[src/sv/lppd_pkg.sv]
// lppd_pkg: shared types, register codes and helpers for the line position pid drive
// no dependencies; used by lppd_csr, lppd_law and line_position_pid_drive
package lppd_pkg;

   // widths of the control law datapath
   localparam int unsigned GAIN_W  = 12;
   localparam int unsigned POS_W   = 7;
   localparam int unsigned SPEED_W = 8;
   localparam int unsigned SUM_W   = 24;
   localparam int unsigned ACC_W   = 40;
   localparam int unsigned CSR_IDX_W  = 3;
   localparam int unsigned CSR_DATA_W = 12;

   // drive saturation limit and accumulator limits
   localparam logic signed [ACC_W-1:0] DRIVE_LIMIT = 40'sd100;
   localparam logic signed [SUM_W-1:0] SUM_MAX = 24'sh7FFFFF;
   localparam logic signed [SUM_W-1:0] SUM_MIN = 24'sh800000;

   // configuration register indexes
   localparam logic [CSR_IDX_W-1:0] CSR_GAIN_P     = 3'd0;
   localparam logic [CSR_IDX_W-1:0] CSR_GAIN_D     = 3'd1;
   localparam logic [CSR_IDX_W-1:0] CSR_GAIN_I     = 3'd2;
   localparam logic [CSR_IDX_W-1:0] CSR_TARGET_POS = 3'd3;
   localparam logic [CSR_IDX_W-1:0] CSR_SETTLE_BND = 3'd4;

   // reset values of the configuration registers
   localparam logic [GAIN_W-1:0] GAIN_P_RST     = 12'd218;
   localparam logic [GAIN_W-1:0] GAIN_D_RST     = 12'd51;
   localparam logic [GAIN_W-1:0] GAIN_I_RST     = 12'd0;
   localparam logic [POS_W-1:0]  TARGET_POS_RST = 7'd65;
   localparam logic [POS_W-1:0]  SETTLE_BND_RST = 7'd8;

   typedef struct packed {
      logic [POS_W-1:0]          position;
      logic signed [SPEED_W-1:0] base_speed;
   } req_type;

   typedef struct packed {
      logic signed [SPEED_W-1:0] left_drive;
      logic signed [SPEED_W-1:0] right_drive;
      logic signed [SPEED_W-1:0] error_value;
      logic                      settled;
   } rsp_type;

   typedef struct packed {
      logic [GAIN_W-1:0] gain_p;
      logic [GAIN_W-1:0] gain_d;
      logic [GAIN_W-1:0] gain_i;
      logic [POS_W-1:0]  target_position;
      logic [POS_W-1:0]  settle_band;
   } cfg_type;

   typedef struct packed {
      logic [POS_W-1:0]        previous_position;
      logic signed [SUM_W-1:0] error_sum;
   } state_type;

   // divide a Q.8 drive by 256 truncating toward zero, then clamp to +/-100
   function automatic logic signed [SPEED_W-1:0] clip_drive(
      input logic signed [ACC_W-1:0] scaled
   );
      logic signed [ACC_W-1:0] quot;
      logic signed [ACC_W-1:0] res;
      if (scaled < 0) begin
         quot = (scaled + 40'sd255) >>> 8;
      end else begin
         quot = scaled >>> 8;
      end
      if (quot > DRIVE_LIMIT) begin
         res = DRIVE_LIMIT;
      end else if (quot < -DRIVE_LIMIT) begin
         res = -DRIVE_LIMIT;
      end else begin
         res = quot;
      end
      return res[SPEED_W-1:0];
   endfunction

endpackage

[src/sv/line_position_pid_drive.sv]
// line_position_pid_drive: top level of the line position pid motor drive
// depends on lppd_pkg, lppd_csr and lppd_law
//
// Usage:
//   req_valid/req_stall/req_data carry one position sample and base speed;
//   a transfer happens at a rising edge with valid high and stall low.
//   rsp_valid/rsp_stall/rsp_data return left and right drive, the error and
//   the settled flag, one result per sample, in order.
//   csr_wen/csr_index/csr_wdata write the gains, target and band; write them
//   only while no sample is in flight.
// Path: a sample taken into the input register passes once through the three
//   multipliers of the control law into the result register that drives rsp_data.
// Throughput: one sample per cycle while rsp_stall is low.
// Stall: while rsp_stall holds a result, one more sample may wait in the
//   input register; after that req_stall rises until the result is taken.
// Reset: synchronous; empties both registers, clears the stored position and
//   error accumulator and returns the configuration to its defaults.
module line_position_pid_drive (
   input  logic                                clock,
   input  logic                                reset,
   input  logic                                req_valid,
   output logic                                req_stall,
   input  lppd_pkg::req_type                   req_data,
   output logic                                rsp_valid,
   input  logic                                rsp_stall,
   output lppd_pkg::rsp_type                   rsp_data,
   input  logic                                csr_wen,
   input  logic [lppd_pkg::CSR_IDX_W-1:0]      csr_index,
   input  logic [lppd_pkg::CSR_DATA_W-1:0]     csr_wdata
);

   lppd_pkg::cfg_type   cfg;
   lppd_pkg::req_type   sample_ff;
   logic                sample_valid_ff;
   logic                sample_valid_in;
   lppd_pkg::state_type state_ff;
   lppd_pkg::state_type state_in;
   lppd_pkg::rsp_type   result;
   lppd_pkg::rsp_type   rsp_data_ff;
   logic                rsp_valid_ff;
   logic                rsp_valid_in;
   logic                req_take;
   logic                advance;

   lppd_csr u_csr (
      .clock     (clock),
      .reset     (reset),
      .csr_wen   (csr_wen),
      .csr_index (csr_index),
      .csr_wdata (csr_wdata),
      .cfg       (cfg)
   );

   lppd_law u_law (
      .sample    (sample_ff),
      .state_cur (state_ff),
      .cfg       (cfg),
      .result    (result),
      .state_nxt (state_in)
   );

   // handshake: the sample moves on when the result register is free or its result is taken
   assign advance   = sample_valid_ff && (!rsp_valid_ff || !rsp_stall);
   assign req_stall = sample_valid_ff && !advance;
   assign req_take  = req_valid && !req_stall;

   always_comb begin
      sample_valid_in = sample_valid_ff;
      if (req_take) begin
         sample_valid_in = 1'b1;
      end else if (advance) begin
         sample_valid_in = 1'b0;
      end
      rsp_valid_in = rsp_valid_ff;
      if (advance) begin
         rsp_valid_in = 1'b1;
      end else if (!rsp_stall) begin
         rsp_valid_in = 1'b0;
      end
   end

   // control and loop state
   always_ff @(posedge clock) begin
      if (reset) begin
         sample_valid_ff <= 1'b0;
         rsp_valid_ff    <= 1'b0;
         state_ff        <= '0;
      end else begin
         sample_valid_ff <= sample_valid_in;
         rsp_valid_ff    <= rsp_valid_in;
         if (advance) begin
            state_ff <= state_in;
         end
      end
   end

   // payload registers
   always_ff @(posedge clock) begin
      if (req_take) begin
         sample_ff <= req_data;
      end
      if (advance) begin
         rsp_data_ff <= result;
      end
   end

   assign rsp_valid = rsp_valid_ff;
   assign rsp_data  = rsp_data_ff;

`ifndef SYNTHESIS
   // a held result blocks the input once the input register is occupied
   a_full_stalls: assert property (@(posedge clock) disable iff (reset)
      (rsp_valid && rsp_stall && sample_valid_ff) |-> req_stall)
      else $error("input taken while both registers are full");

   // a sample that moves on always shows up as a result
   a_advance_result: assert property (@(posedge clock) disable iff (reset)
      advance |=> rsp_valid)
      else $error("advanced sample did not produce a result");

   // loop state changes only when a sample is consumed
   a_state_hold: assert property (@(posedge clock) disable iff (reset)
      !advance |=> $stable(state_ff))
      else $error("loop state changed without a sample");
`endif

endmodule

[src/sv/lppd_csr.sv]
// lppd_csr: configuration registers (gains, target position, settle band)
// depends on lppd_pkg for the register codes, reset values and cfg_type
module lppd_csr (
   input  logic                                clock,
   input  logic                                reset,
   input  logic                                csr_wen,
   input  logic [lppd_pkg::CSR_IDX_W-1:0]      csr_index,
   input  logic [lppd_pkg::CSR_DATA_W-1:0]     csr_wdata,
   output lppd_pkg::cfg_type                   cfg
);

   lppd_pkg::cfg_type cfg_ff;
   lppd_pkg::cfg_type cfg_in;

   // register decode, values masked to the register width
   always_comb begin
      cfg_in = cfg_ff;
      if (csr_wen) begin
         unique case (csr_index)
            lppd_pkg::CSR_GAIN_P:     cfg_in.gain_p = csr_wdata;
            lppd_pkg::CSR_GAIN_D:     cfg_in.gain_d = csr_wdata;
            lppd_pkg::CSR_GAIN_I:     cfg_in.gain_i = csr_wdata;
            lppd_pkg::CSR_TARGET_POS: cfg_in.target_position = csr_wdata[lppd_pkg::POS_W-1:0];
            lppd_pkg::CSR_SETTLE_BND: cfg_in.settle_band = csr_wdata[lppd_pkg::POS_W-1:0];
            default: ;
         endcase
      end
   end

   always_ff @(posedge clock) begin
      if (reset) begin
         cfg_ff.gain_p          <= lppd_pkg::GAIN_P_RST;
         cfg_ff.gain_d          <= lppd_pkg::GAIN_D_RST;
         cfg_ff.gain_i          <= lppd_pkg::GAIN_I_RST;
         cfg_ff.target_position <= lppd_pkg::TARGET_POS_RST;
         cfg_ff.settle_band     <= lppd_pkg::SETTLE_BND_RST;
      end else begin
         cfg_ff <= cfg_in;
      end
   end

   assign cfg = cfg_ff;

endmodule

[src/sv/lppd_law.sv]
// lppd_law: combinational pid law with derivative on the measurement
// depends on lppd_pkg for the payload, state and configuration types
module lppd_law (
   input  lppd_pkg::req_type   sample,
   input  lppd_pkg::state_type state_cur,
   input  lppd_pkg::cfg_type   cfg,
   output lppd_pkg::rsp_type   result,
   output lppd_pkg::state_type state_nxt
);

   logic signed [7:0]                  err;
   logic signed [7:0]                  delta;
   logic [7:0]                         mag;
   logic signed [20:0]                 p_term;
   logic signed [20:0]                 d_term;
   logic signed [36:0]                 i_term;
   logic signed [lppd_pkg::ACC_W-1:0]  acc;
   logic signed [lppd_pkg::ACC_W-1:0]  base_scaled;
   logic signed [lppd_pkg::SUM_W:0]    sum_wide;

   // error and position change
   assign err   = $signed({1'b0, sample.position}) - $signed({1'b0, cfg.target_position});
   assign delta = $signed({1'b0, sample.position})
                - $signed({1'b0, state_cur.previous_position});
   assign mag   = err[7] ? 8'(-err) : 8'(err);

   // three gain products, unsigned gains widened to signed
   assign p_term = $signed({1'b0, cfg.gain_p}) * err;
   assign d_term = $signed({1'b0, cfg.gain_d}) * delta;
   assign i_term = $signed({1'b0, cfg.gain_i}) * state_cur.error_sum;

   // drive scaled by 256, and the base speed at the same scale
   assign acc = lppd_pkg::ACC_W'(p_term) + lppd_pkg::ACC_W'(d_term)
              + lppd_pkg::ACC_W'(i_term);
   assign base_scaled = lppd_pkg::ACC_W'(sample.base_speed) <<< 8;

   always_comb begin
      result.left_drive  = lppd_pkg::clip_drive(base_scaled + acc);
      result.right_drive = lppd_pkg::clip_drive(base_scaled - acc);
      result.error_value = err;
      result.settled     = (mag < {1'b0, cfg.settle_band});
   end

   // saturating error accumulator, position kept for the next change
   assign sum_wide = (lppd_pkg::SUM_W+1)'(state_cur.error_sum) + (lppd_pkg::SUM_W+1)'(err);

   always_comb begin
      state_nxt.previous_position = sample.position;
      if (sum_wide > (lppd_pkg::SUM_W+1)'(lppd_pkg::SUM_MAX)) begin
         state_nxt.error_sum = lppd_pkg::SUM_MAX;
      end else if (sum_wide < (lppd_pkg::SUM_W+1)'(lppd_pkg::SUM_MIN)) begin
         state_nxt.error_sum = lppd_pkg::SUM_MIN;
      end else begin
         state_nxt.error_sum = sum_wide[lppd_pkg::SUM_W-1:0];
      end
   end

endmodule
[config.mk]
export PLATFORM = sky130hd
export DESIGN_NAME = line_position_pid_drive
export DESIGN_NICKNAME = d
export VERILOG_FILES = /design/src/sv/lppd_pkg.sv /design/src/sv/line_position_pid_drive.sv /design/src/sv/lppd_csr.sv /design/src/sv/lppd_law.sv
export SDC_FILE = /design/constraint.sdc
export NUM_CORES = 2
export LEC_CHECK = 0
export BUFFER_PORTS_ARGS = -buffer_cell sky130_fd_sc_hd__buf_2
export CAP_MARGIN = 20
export CORE_ASPECT_RATIO = 0.8
export CORE_UTILIZATION = 40
export DETAILED_ROUTE_END_ITERATION = 6
export PLACE_DENSITY = 0.6
export SETUP_SLACK_MARGIN = 0.5
export SYNTH_ARGS = -nofsm -noshare
export SYNTH_HDL_FRONTEND = slang
export SYNTH_SLANG_ARGS = --single-unit
[constraint.sdc]
create_clock -name clock -period 16.2 [get_ports clock]
set_input_delay 2.43 -clock clock [delete_from_list [all_inputs] [get_ports clock]]
set_output_delay 2.43 -clock clock [all_outputs]
set_load 0.005 [all_outputs]
==> reports/metrics.cfg <==
[synthesis]
yosys.cell_types.count=97
synth_edf_count=40
ys_top_cells_by_count=561 x inv_1, 481 x fa_1, 474 x nand2_1
synth-seq-area-share_pct=9.250
yosysMostFrequentCell=inv_1
avgSynthCellArea_um2=8.521
synth_largest_area_cell=fa_1
synth_cells=3632
ys.flop_type=dfxtp_1
synth_nets=4482
synth-seq-cells=123
synthArstFlopShare_pct=0
syn-cell-area_um2=30950
yosys_warnings=0
synth_area_leaders=fa_1 31%, ha_1 14%, inv_1 6.8%
synth_top_area_share_pct=31.12

[final_layout]
fillers=7557
drive_gt1_share_pct=5.577
fin_nets=4441
area_delta_synth_final_pct=5.980
diodes=0

[global_route]
grt_usage_pct=22.01
overflow=0
first_global_vias=24410
grt_pass1_wl_um=136800
grt_max_degree=84
antenna_found_initial=0

[critical_path]
arrival_ps=15090
path_delay_family=compound AO/OA/AOI/OAI gates
path_buf_inv=3
worstPathMaxFanout=19
required_ps=16440
crit_path_end_kind=register
critPathMaxStageDelay_ps=630
slowest_stage=a2111oi_0
start_kind=register
path_class=reg -> reg

[die]
die_area_um2=78490
start_util_pct=40.71
die_h_um=250.8
die_w_um=313.0
pin_count=62
rows=90
coreArea_um2=76010

[clock_tree]
clkLatencyLatePin_ps=510
htreeDepth=4
cts_made_buffers=17
post_cts_buffers=0
cts_root_buf=clkbuf_16
ctsHoldBuffers=0
clockBufferDepth=2
path_clk_slew_ps=70
cts_tree=built
cts_sinks=123

[timing]
skew_ps=31.40
fin_crit_sh_pct=91.68
hold_violations=0
setup_viol=0
worst_pin_slew_ps=1115
grt_setup_unrepaired=no
fin_setup_tns_ps=0
period_minus_slack_ps=14850
maxSlewViolCount=0
fmax_mhz=67.33
maxSlewHeadroom_pct=25.43

[route]
drtIter0Drc=1775
vias=24830
post-route-drc-count=0
final_antenna_net_count=0
wire_per_inst_um=18.42
via_per_inst=5.378
routed_wl_um=85020
first_pass_iters=5

[worst_hold_path]
worstHoldPathType=reg -> reg

[placement]
portBuffers=61
gp_congestion=0.9261
place_hpwl_um=69490

[run_status]
status=complete, no violations

[run]
max_cap_viol_count=0

[cell usage in the layout, fill, tap and decap left out, types with 18 or more instances in the layout]
cell type	netlist	layout
and3_1	23	23
a21o_1	41	41
nor2_1	168	168
ha_1	334	334
edfxtp_1	40	40
buf_4	3	33
nor3_1	66	66
a211oi_1	37	37
nand4_1	28	28
and2_1	183	183
xnor2_1	123	121
nor4_1	28	27
nor2b_1	42	41
inv_1	561	560
o21a_1	27	27
or2_2	27	27
o21ai_0	83	83
dfxtp_1	83	83
nand3_1	82	82
nand2_1	474	474
a31oi_1	18	18
buf_2	2	61
fa_1	481	481
nand2b_1	24	24
a21oi_1	188	188
xor2_1	51	51
[through the flow]
step                setup slack, ps  cells  utilization (%)  hold slack, ps  instance area [um^2]
floorplan                      3033   3632                -           436.3                 30950
global placement               1538   4580            42.30           443.1                 32150
detailed placement             1368   4580            42.30           447.9                 32150
CTS                            1336   4612            43.09           456.8                 32750
global route                  602.8   4616            43.15           477.4                 32800
finish                         1348   4616            43.15           456.3                 32800
[state kept, by name (all words and copies together), names as in the netlist]
| name | count |
|---|---|
| rsp_data | 25 |
| state_ff | 31 |
| rsp_valid | 1 |
| sample_valid_ff | 1 |
| u_csr.cfg | 50 |
| sample_ff | 15 |
[timing repair]
item / CTS / global route
gates resized for setup: 0 / 4
endpoints found under the hold margin: 0 / 0
endpoints found under the setup margin: 0 / 11
[worst min-delay path, stage by stage, from the launching register on]
cell	delay (ps)
dfxtp_1	310
nand2_1	50
a21oi_1	50
[per-layer routing]
layer	up-vias	GRT usage, %	wire length [um]
met2	673	32.91	37020
met4	0	3.707	819
met1	12310	33.31	42090
met3	56	3.902	5085
met5	-	0	0
li1	11790	-	-
[worst paths after layout]
path | start | end | slack, ps | cells past startpoint
min | state_ff[26] | state_ff[26] | 460 | 2
min reg2reg | state_ff[26] | state_ff[26] | 460 | 2
max reg2reg | sample_ff[9] | rsp_data[14] | 1350 | 46
max | sample_ff[9] | rsp_data[14] | 1350 | 46
[kinds of logic after synthesis]
| kind of cell | after synthesis | synth area share (%) |
|---|---|---|
| AND/OR/NAND/NOR | 1231 | 19.83 |
| adder cells (fa/ha/maj) | 815 | 44.62 |
| buffers and inverters | 715 | 8.765 |
| AO/OA/AOI/OAI | 563 | 12.22 |
| XOR/XNOR | 175 | 4.977 |
| flip-flops | 123 | 9.250 |
| multiplexers | 10 | 0.3396 |
[layout make-up]
class | count | area, um^2 | share of cell area (%)
multi-input combinational | 2794 | 25410 | 77.48
sequential | 123 | 2863 | 8.729
inverter | 561 | 2106 | 6.420
tap | 1012 | 1266 | 3.861
timing repair buffer | 94 | 553.0 | 1.686
clock buffer | 17 | 425.4 | 1.297
clock inverter | 15 | 173.9 | 0.5303
Power is not shown: default switching activity piles up to over one toggle a cycle in this logic, so the estimate is an artifact.
